## src/rtl/ocbm_pkg.sv

```systemverilog
// Shared types, constants and controller/datapath interface structs for output-cone marking.
package ocbm_pkg;

	localparam int MAX_WIRES = 4096;
	localparam int WIRE_W    = $clog2(MAX_WIRES);
	localparam int CNT_W     = WIRE_W + 1;
	localparam int OCNT_W    = 7;
	localparam int PROD_W    = OCNT_W + CNT_W;
	localparam int CFG_IDX_W = 3;

	localparam logic [1:0] OP_LOAD = 2'd0;
	localparam logic [1:0] OP_RUN  = 2'd1;
	localparam logic [1:0] OP_READ = 2'd2;

	localparam logic [CFG_IDX_W-1:0] REG_INPUT_A  = 3'd0;
	localparam logic [CFG_IDX_W-1:0] REG_INPUT_B  = 3'd1;
	localparam logic [CFG_IDX_W-1:0] REG_WIRES    = 3'd2;
	localparam logic [CFG_IDX_W-1:0] REG_OUTPUTS  = 3'd3;
	localparam logic [CFG_IDX_W-1:0] REG_OUT_BITS = 3'd4;

	typedef struct packed {
		logic [1:0]        operation;
		logic [WIRE_W-1:0] wire_index;
		logic [WIRE_W-1:0] left_parent;
		logic [WIRE_W-1:0] right_parent;
		logic              mark_in;
	} item_t;

	typedef struct packed {
		logic              mark_out;
		logic [WIRE_W-1:0] wire_echo;
		logic [CNT_W-1:0]  reached_total;
	} result_t;

	typedef struct packed {
		logic take_item;
		logic load_wr;
		logic out_load;
		logic run_init;
		logic cnt_clr;
		logic cnt_inc;
		logic clr_wr;
		logic cur_start;
		logic cur_fifo;
		logic proc;
		logic sel_right;
		logic chk;
		logic push;
		logic pop;
		logic sw_rd;
	} cmd_t;

	typedef struct packed {
		logic [1:0] op;
		logic       cnt_at_wc;
		logic       cnt_at_starts;
		logic       cand_ok;
		logic       push_ok;
		logic       fifo_empty;
		logic       out_free;
	} sts_t;

endpackage

```

## src/rtl/ocbm_ctrl.sv

```systemverilog
// Controller state machine that sequences loads, reads and the backward walk.
module ocbm_ctrl (
	input  logic            clk,
	input  logic            arst_n,
	input  logic            item_valid,
	output logic            item_stall,
	input  ocbm_pkg::sts_t  sts,
	output ocbm_pkg::cmd_t  cmd
);

	typedef enum logic [13:0] {
		S_IDLE    = 14'b00000000000001,
		S_OP      = 14'b00000000000010,
		S_RDW     = 14'b00000000000100,
		S_CLEAR   = 14'b00000000001000,
		S_KSTART  = 14'b00000000010000,
		S_PROC    = 14'b00000000100000,
		S_LCHK    = 14'b00000001000000,
		S_LPUSH   = 14'b00000010000000,
		S_RCHK    = 14'b00000100000000,
		S_RPUSH   = 14'b00001000000000,
		S_NEXT    = 14'b00010000000000,
		S_FWAIT   = 14'b00100000000000,
		S_SWEEP   = 14'b01000000000000,
		S_DONE    = 14'b10000000000000
	} state_t;

	state_t state_q, state_d;
	logic   drain_q, drain_d;

	assign item_stall = !((state_q == S_IDLE) && sts.out_free);

	always_ff @(posedge clk or negedge arst_n) begin
		if (!arst_n) begin
			state_q <= S_IDLE;
			drain_q <= 1'b0;
		end else begin
			state_q <= state_d;
			drain_q <= drain_d;
		end
	end

	always_comb begin
		cmd     = '0;
		state_d = state_q;
		drain_d = 1'b0;
		unique case (state_q)
			S_IDLE: begin
				if (item_valid && sts.out_free) begin
					cmd.take_item = 1'b1;
					state_d = S_OP;
				end
			end
			S_OP: begin
				unique case (sts.op)
					ocbm_pkg::OP_LOAD: begin
						cmd.load_wr  = 1'b1;
						cmd.out_load = 1'b1;
						state_d = S_IDLE;
					end
					ocbm_pkg::OP_READ: state_d = S_RDW;
					ocbm_pkg::OP_RUN: begin
						cmd.run_init = 1'b1;
						cmd.cnt_clr  = 1'b1;
						state_d = S_CLEAR;
					end
					default: begin
						cmd.out_load = 1'b1;
						state_d = S_IDLE;
					end
				endcase
			end
			S_RDW: begin
				cmd.out_load = 1'b1;
				state_d = S_IDLE;
			end
			S_CLEAR: begin
				if (sts.cnt_at_wc) begin
					cmd.cnt_clr = 1'b1;
					state_d = S_KSTART;
				end else begin
					cmd.clr_wr  = 1'b1;
					cmd.cnt_inc = 1'b1;
				end
			end
			S_KSTART: begin
				if (sts.cnt_at_starts) begin
					cmd.cnt_clr = 1'b1;
					state_d = S_SWEEP;
				end else begin
					cmd.cur_start = 1'b1;
					state_d = S_PROC;
				end
			end
			S_PROC: begin
				cmd.proc = 1'b1;
				state_d = S_LCHK;
			end
			S_LCHK: begin
				if (sts.cand_ok) begin
					cmd.chk = 1'b1;
					state_d = S_LPUSH;
				end else begin
					state_d = S_RCHK;
				end
			end
			S_LPUSH: begin
				cmd.push = sts.push_ok;
				state_d = S_RCHK;
			end
			S_RCHK: begin
				cmd.sel_right = 1'b1;
				if (sts.cand_ok) begin
					cmd.chk = 1'b1;
					state_d = S_RPUSH;
				end else begin
					state_d = S_NEXT;
				end
			end
			S_RPUSH: begin
				cmd.push = sts.push_ok;
				state_d = S_NEXT;
			end
			S_NEXT: begin
				if (!sts.fifo_empty) begin
					cmd.pop = 1'b1;
					state_d = S_FWAIT;
				end else begin
					cmd.cnt_inc = 1'b1;
					state_d = S_KSTART;
				end
			end
			S_FWAIT: begin
				cmd.cur_fifo = 1'b1;
				state_d = S_PROC;
			end
			S_SWEEP: begin
				// Holding in the sweep state after the last read lets the final mark write land.
				if (sts.cnt_at_wc) begin
					drain_d = 1'b1;
					if (drain_q)
						state_d = S_DONE;
				end else begin
					cmd.sw_rd   = 1'b1;
					cmd.cnt_inc = 1'b1;
				end
			end
			S_DONE: begin
				cmd.out_load = 1'b1;
				state_d = S_IDLE;
			end
			default: state_d = S_IDLE;
		endcase
	end

endmodule

```

## config.mk

```make
export PLATFORM = sky130hd
export DESIGN_NAME = ocbm_ctrl
export DESIGN_NICKNAME = d
export VERILOG_FILES = /design/src/rtl/ocbm_pkg.sv /design/src/rtl/ocbm_ctrl.sv
export SDC_FILE = /design/constraint.sdc
export NUM_CORES = 1
export LEC_CHECK = 0
export ABC_AREA = 1
export ABC_CLOCK_PERIOD_IN_PS = 3700
export BUFFER_PORTS_ARGS = -buffer_cell sky130_fd_sc_hd__buf_2
export CAP_MARGIN = 20
export CORE_UTILIZATION = 56
export DETAILED_ROUTE_END_ITERATION = 8
export PLACE_DENSITY_LB_ADDON = 0.12
export SYNTH_ARGS = -nofsm -noshare
export SYNTH_HDL_FRONTEND = slang
export SYNTH_SLANG_ARGS = --single-unit
export TNS_END_PERCENT = 100
```

## constraint.sdc

```tcl
create_clock -name clk -period 3.7 [get_ports clk]
set_input_delay 0.185 -clock clk [delete_from_list [all_inputs] [get_ports clk]]
set_output_delay 0.185 -clock clk [all_outputs]
set_load 0.01 [all_outputs]
```

# Word level (Yosys, flattened, before mapping)
# Index checks and enable logic that the tools add are counted.
totals:
  input_bits: 11
  reg_bits: 15
classes:
  eq_ne: 20
  reduce_logical: 9
  n_mux: 38
ops:
  columns: ["op", "count"]
  rows:
  - ["one-hot mux 14 bit (12 select lines)", 1]
  - ["two-way mux 14 bit", 4]
  - ["two-way mux 1 bit", 23]
  - ["== test 14 x 1 -> 1 bit, second input constant", 1]
  - ["== test 14 x 10 -> 1 bit, second input constant", 1]
  - ["== test 14 x 11 -> 1 bit, second input constant", 1]
  - ["== test 14 x 12 -> 1 bit, second input constant", 1]
  - ["== test 14 x 13 -> 1 bit, second input constant", 1]
  - ["== test 14 bit, second input constant", 1]
  - ["== test 14 x 2 -> 1 bit, second input constant", 1]
  - ["== test 14 x 3 -> 1 bit, second input constant", 1]
  - ["== test 14 x 4 -> 1 bit, second input constant", 1]
  - ["== test 14 x 5 -> 1 bit, second input constant", 1]
  - ["== test 14 x 6 -> 1 bit, second input constant", 1]
  - ["== test 14 x 7 -> 1 bit, second input constant", 1]
  - ["== test 14 x 8 -> 1 bit, second input constant", 1]
  - ["== test 14 x 9 -> 1 bit, second input constant", 1]
  - ["two-way mux 13 bit", 1]
  - ["two-way mux 12 bit", 1]
  - ["two-way mux 11 bit", 1]
  - ["two-way mux 9 bit", 1]
  - ["one-hot mux 4 bit (2 select lines)", 1]
  - ["OR reduction 2 bit", 4]
  - ["!= test 2 bit, second input constant", 3]
  - ["10 further kinds", 13]

# Logic depth before layout (Yosys ltp)
# Gate-level depths: netlist of run 1.
depth:
  ltp_word: 4
  depth_mapped: 10

# Worst setup path before layout of run 1
# No wires, ideal clock.
synth_timing:
  kind: "register to output"
  startpoint: "reg state_q[11]"
  endpoint: "out cmd[14] (netlist bit)"
  path_stages_with_launch: 9
  slack_ns: 2.234
  required_time_ns: 3.515
  t_arrival_ns: 1.281
  path_buffers: 1
  path_cell_list: "dfrtp_1 -> nor2_1 -> nand2_2 -> nor2_4 -> buf_6 -> nand3b_1 -> inv_1 -> nand2_1 -> nor2_1"
synth_rtl:
  columns: ["item", "line_no", "source"]
  rows:
  - ["start: declaration", "ocbm_ctrl.sv:28", "state_t state_q, state_d;"]
  - ["start signal: assignment", "ocbm_ctrl.sv:38", "state_q <= state_d;"]
  - ["end: declaration", "ocbm_ctrl.sv:8", "output ocbm_pkg::cmd_t cmd"]

==> results of run 1 <==
## sequential cells by signal, summed over array words and instances, names as in the netlist
register	flops
drain_q	1
state_q	14
## metal layers
metal,track usage,routed length (µm)
met3,0.0516,98
met2,0.426,1190
met4,0.135,48
met5,0,0
met1,0.312,1030
## final timing paths
kind                                           end  slack [ns]  cells past startpoint
setup / recovery                            cmd[2]        1.65                     10
hold / removal             state_q[11]$_DFFE_PN0P_        0.05                      2
setup reg to reg            state_q[0]$_DFFE_PN1P_        2.09                     10
hold reg to reg             state_q[0]$_DFFE_PN1P_        0.55                      2
max in group asynchronous   state_q[0]$_DFFE_PN1P_        3.11                      2
min in group asynchronous        drain_q$_DFF_PN0_        0.30                      2
## area by class of cell
type                            count  area share
Multi-Input combinational cell    105       0.434
Sequential cell                    15       0.299
Timing Repair Buffer               27       0.111
Inverter                           37       0.110
Tap cell                           25      0.0248
Clock buffer                        4      0.0209
## cells in the final DEF (no fill, tap or decap)
master / synthesis / final
clkbuf_4: 0 / 3
o21ai_0: 3 / 3
nand3_2: 1 / 1
nand3_4: 1 / 1
nor2_4: 3 / 3
nor3_1: 5 / 5
o211ai_1: 2 / 2
ha_1: 3 / 3
nor2_1: 32 / 32
nand2_2: 3 / 3
nand4_4: 1 / 1
nand3b_1: 1 / 1
nand2_1: 26 / 26
dfrtp_1: 14 / 14
nand4_1: 2 / 2
nor2_2: 4 / 4
nand3_1: 15 / 15
inv_2: 3 / 3
dlygate4sd3_1: 0 / 1
buf_2: 0 / 26
inv_1: 34 / 34
dfstp_2: 1 / 1
clkbuf_1: 0 / 1
a21oi_1: 3 / 3
## metrics by stage
stage               instances  instance area, µm²  utilization
floorplan                 158                1070            -
global placement          208                1220        0.694
detailed placement        208                1220        0.694
CTS                       213                1260        0.714
global route              213                1260        0.714
finish                    213                1260        0.714
## logic make-up (layout without fill, tap and decap cells)
family | Yosys count | count (layout) | synth area share
compound gates | 8 | 8 | 0.0419
buf+inv | 38 | 68 | 0.140
fa+ha+maj | 3 | 3 | 0.0350
simple gates | 94 | 94 | 0.432
flops | 15 | 15 | 0.351
## power by group
group	switching [mW]	total [mW]	internal (mW)
Clock	0.0574	0.0995	0.0421
Sequential	0.0128	0.194	0.182
Combinational	0.136	0.207	0.0711
==> impl_metrics.toml, run 1 <==
[synthesis]
netlist-cell-type-count = 21
ys_top_cells_by_count = "inv_1, nor2_1, nand2_1"
avgSynthCellArea_um2 = 6.79
async_flop_share = 1.00
synth-seq-cells = 15
ys_top_cells_by_area = "dfrtp_1, inv_1, nor2_1, nand2_1, nand3_1"
yosysMostFrequentCell = "inv_1"
ys_warn_count = 0
yosysSeqAreaShare = 0.351
synth.top_cell.area_share = 0.326
syn_inst = 158
synth_edf_count = 0
syn-num-nets = 172
synth_ff_type = "dfrtp_1"
synth_top_area_cell = "dfrtp_1"
netlist_area_um2 = 1070

[layout]
regArea_um2 = 377
n_fill_cell = 166
syn_to_final_growth_pct = 17.4
multi_input_area_um2 = 547
drive_above_1_share = 0.245
diodes = 0
final_nets = 203

[global_route]
grt_usage = 0.257
grt_pass1_vias = 939
antenna_found_initial = 0
gr-total-overflow = 0
grt_max_degree = 16
grt_pass1_wl_um = 3730

[clock_tree]
cts_hold_buf = 1
numClockSinks = 15
clock_path_buffers = 2
post_cts_buffers = 0
clkTransAtPathRegs_ns = 0.09
htree_levels = 1
clk_latency_ns = 0.30
numCtsBuffers = 3
cts_resized = 0
cts_tree = "done"
cts_root_buffer = "clkbuf_4"

[sta]
fin_crit_ns = 2.05
rsz0062_at_grt = "false"
max-slew-margin-rel = 0.780
whs_ns = 0.0546
worst_slack_ns = 1.65
finalMaxSlewViolations = 0
fin_crit_sh = 0.554
setup_viol = 0
skew_ns = 0.00402
max_freq_mhz = 488
hold_violations = 0
tns_ns = 0
tightest_slew_ns = 0.330

[critical_path]
critPathLaunch = "state_q[11]$_DFFE_PN0P_"
path_cells = "nor2_1, nand2_2, nor2_4, inv_1, nor2_1, nand2_1, nand2_1, inv_1, nor2_1, buf_2"
critPathRequiredTime_ns = 3.51
crit_buf_inv = 3
start_kind = "flop"
reg2reg_from = "state_q[11]$_DFFE_PN0P_"
worst_ep_arrival_time_ns = 1.87
crit_path_end_kind = "output pin"
slowest_stage = "dfrtp_1"
slowest_delay_ns = 0.40
cpMostUsedCell = "nor2_1"
crit_family = "simple AND/OR/NAND/NOR gates"
critPathKind = "flop to output pin"
critical_path.max_fanout = 11

[floorplan]
chipHeight_um = 45.8
rows = 15
die_w_um = 45.8
die_area_um2 = 2100
num_io_pins = 27
core_area_um2 = 1760
start_util = 0.609

[routing]
wire_per_inst_um = 11.1
firstDrtPassIters = 4
drc = 0
drtIter0Drc = 24
drtAntennaViolNets = 0
avgViaCountPerCell = 4.94
routed_wl_um = 2370
routed-via-count = 1053

[place]
hpwl_um = 1930
gp_congestion = 0.873
port_buffers = 26
pre_cts_ws_ns = 2.01

[job]
max-cap-violations = 0

[power_and_ir_drop]
power_mw = 0.501
powerDensity_nw_per_um2 = 398
peakVddDrop_uv = 256
leakagePower_nw = 0.811

[worst_hold_path]
hold_path.class = "input pin to flop"
hold_start = "sts[1]"

[status]
status = "completed"
Power figures use the tool's default switching activity.
==> run 2, diff against run 1 <==
--- a/config.mk
+++ b/config.mk
@@ -6,10 +6,10 @@
 export NUM_CORES = 1
 export LEC_CHECK = 0
 export ABC_AREA = 1
-export ABC_CLOCK_PERIOD_IN_PS = 3700
+export ABC_CLOCK_PERIOD_IN_PS = 2020
 export BUFFER_PORTS_ARGS = -buffer_cell sky130_fd_sc_hd__buf_2
 export CAP_MARGIN = 20
-export CORE_UTILIZATION = 56
+export CORE_UTILIZATION = 52
 export DETAILED_ROUTE_END_ITERATION = 8
 export PLACE_DENSITY_LB_ADDON = 0.12
 export SYNTH_ARGS = -nofsm -noshare
==> constraint.sdc (replaced) <==
create_clock -name clk -period 2.02 [get_ports clk]
set_input_delay 0.101 -clock clk [delete_from_list [all_inputs] [get_ports clk]]
set_output_delay 0.101 -clock clk [all_outputs]
set_load 0.01 [all_outputs]
==> run 2 against run 1 <==
  * Clock-buffer cell count is 1 lower
  * Die area is 7.3% higher
  * Critical endpoint is now cmd[10]
  * Register-to-register slack worse by 1.6 ns
  * Worst hold slack worse by 0.014 ns
  * Highest routed layer unchanged
  * Clock skew is 0.0041 ns higher
  * Clock power is 73% higher
  * Global-route usage is 2.9 points lower
  * Largest cell class unchanged
  * Cell count is 2.3% higher
  * First-iteration DRC count is 75% lower
==> impl_metrics.toml, run 2 (same netlist as run 1, synthesis figures left out) <==
[routing]
drtAntennaViolNets = 0
routed_wl_um = 2430
routed-via-count = 1048
drtIter0Drc = 6
avgViaCountPerCell = 4.81
wire_per_inst_um = 11.2
drc = 0
firstDrtPassIters = 4

[sta]
tns_ns = 0
whs_ns = 0.0404
fin_crit_sh = 0.922
rsz0062_at_grt = "false"
setup_viol = 0
tightest_slew_ns = 0.338
max-slew-margin-rel = 0.775
max_freq_mhz = 537
fin_crit_ns = 1.86
hold_violations = 0
finalMaxSlewViolations = 0
skew_ns = 0.00808

[power_and_ir_drop]
peakVddDrop_uv = 467
leakagePower_nw = 0.827
powerDensity_nw_per_um2 = 703

[layout]
syn_to_final_growth_pct = 20.6
fin_cells = 218
largest-register = "state_q"
reg_top3 = "state_q: 14 flops, drain_q: 1 flops"
final_nets = 206
final_common_cell = "inv_1"
largest_reg_flops = 14
layout_common_cells = "inv_1, nor2_1, nand2_1, buf_2, nand3_1"
drive_above_1_share = 0.262
diodes = 0

[critical_path]
ff2ff_path_depth = 8
rrSetupSlack_ns = 0.48
worst_ep_arrival_time_ns = 1.76
r2r_end = "state_q[0]$_DFFE_PN1P_"
reg2reg_from = "state_q[8]$_DFFE_PN0P_"
critical_path.max_fanout = 5
crit_path_end_kind = "output pin"
critPathRequiredTime_ns = 1.92
critPathLaunch = "state_q[8]$_DFFE_PN0P_"
critPathKind = "flop to output pin"
crit_end = "cmd[10]"
start_kind = "flop"

[global_route]
grt_pass1_vias = 822
gr-total-overflow = 0
grt_pass1_wl_um = 3510
antenna_found_initial = 0
grt_max_degree = 16
grt_usage = 0.228

[job]
max-cap-violations = 0

[floorplan]
num_io_pins = 27
start_util = 0.553
core_area_um2 = 1940
rows = 16
die_w_um = 47.4
chipHeight_um = 47.4
die_area_um2 = 2250

[clock_tree]
cts_tree = "done"
cts_root_buffer = "clkbuf_4"
numCtsBuffers = 3
clk_latency_ns = 0.28
numClockSinks = 15
clkTransAtPathRegs_ns = 0.10
clock_path_buffers = 2
htree_levels = 1

[place]
port_buffers = 26
hpwl_um = 1880
placedCellCount = 210
gp_congestion = 0.850

[worst_hold_path]
hold_path.class = "input pin to flop"

[status]
status = "completed"
[run 2: stage by stage]
| stage | utilization | setup WS, ns | area [µm²] | power, mW |
|---|---|---|---|---|
| 2_1_floorplan | - | 0.638 | 1070 | 0.632 |
| 5_1_grt | 0.667 | 0.0540 | 1290 | 0.988 |
| 4_1_cts | 0.656 | 0.0520 | 1270 | 0.908 |
| 6_report | 0.667 | 0.159 | 1290 | 0.910 |
| 3_3_place_gp | 0.631 | 0.460 | 1230 | 0.729 |
| 3_5_place_dp | 0.631 | 0.428 | 1230 | 0.733 |
[run 2: where the power goes]
| group | switching (mW) | internal, mW |
|---|---|---|
| sequential | 0.0230 | 0.333 |
| clock | 0.0984 | 0.0733 |
| combinational | 0.251 | 0.132 |
| total | 0.372 | 0.538 |
[run 2: metal layers]
layer	global-route usage	vias up	part of all wire
li1	-	548	-
met1	0.321	467	0.47
met2	0.370	31	0.48
met3	0.0340	2	0.043
met4	0.0514	0	0.0049
met5	0	-	0
[run 2: layout make-up]
type                            count  area (µm²)
Fill cell                         194         647
Multi-Input combinational cell    106         561
Sequential cell                    15         377
Timing Repair Buffer               29         158
Inverter                           37         139
Tap cell                           27        33.8
Clock buffer                        3        22.5
Clock inverter                      1        5.00
[run 2: what timing repair did]
| action | in CTS | in global routing |
|---|---|---|
| resized for setup | 0 | 2 |
| buffers inserted | 0 | 1 |
| endpoints found under the hold margin | 16 | 0 |
| endpoints found under the setup margin | 0 | 4 |
| hold buffers | 2 | 0 |
[run 2: how the worst min path moves through the flow]
stage	start	to	slack (ns)	cells past startpoint
after CTS	sts[3]	state_q[8]$_DFFE_PN0P_	0.03	2
after detailed placement	arst_n	state_q[1]$_DFFE_PN0P_	0.02	1
final	sts[3]	state_q[8]$_DFFE_PN0P_	0.04	2
after floorplan	arst_n	drain_q$_DFF_PN0_	-0.19	0
after global placement	arst_n	state_q[1]$_DFFE_PN0P_	0.02	1
after global routing	sts[3]	state_q[8]$_DFFE_PN0P_	0.05	2
[run 2: worst max-delay path: stages, from the launching register on]
cell,delay (ns)
dfrtp_1,0.43
nor2_1,0.14
nand2_2,0.13
nor2_4,0.18
inv_1,0.05
nor2_1,0.12
nand3_1,0.13
o211ai_1,0.13
buf_2,0.17
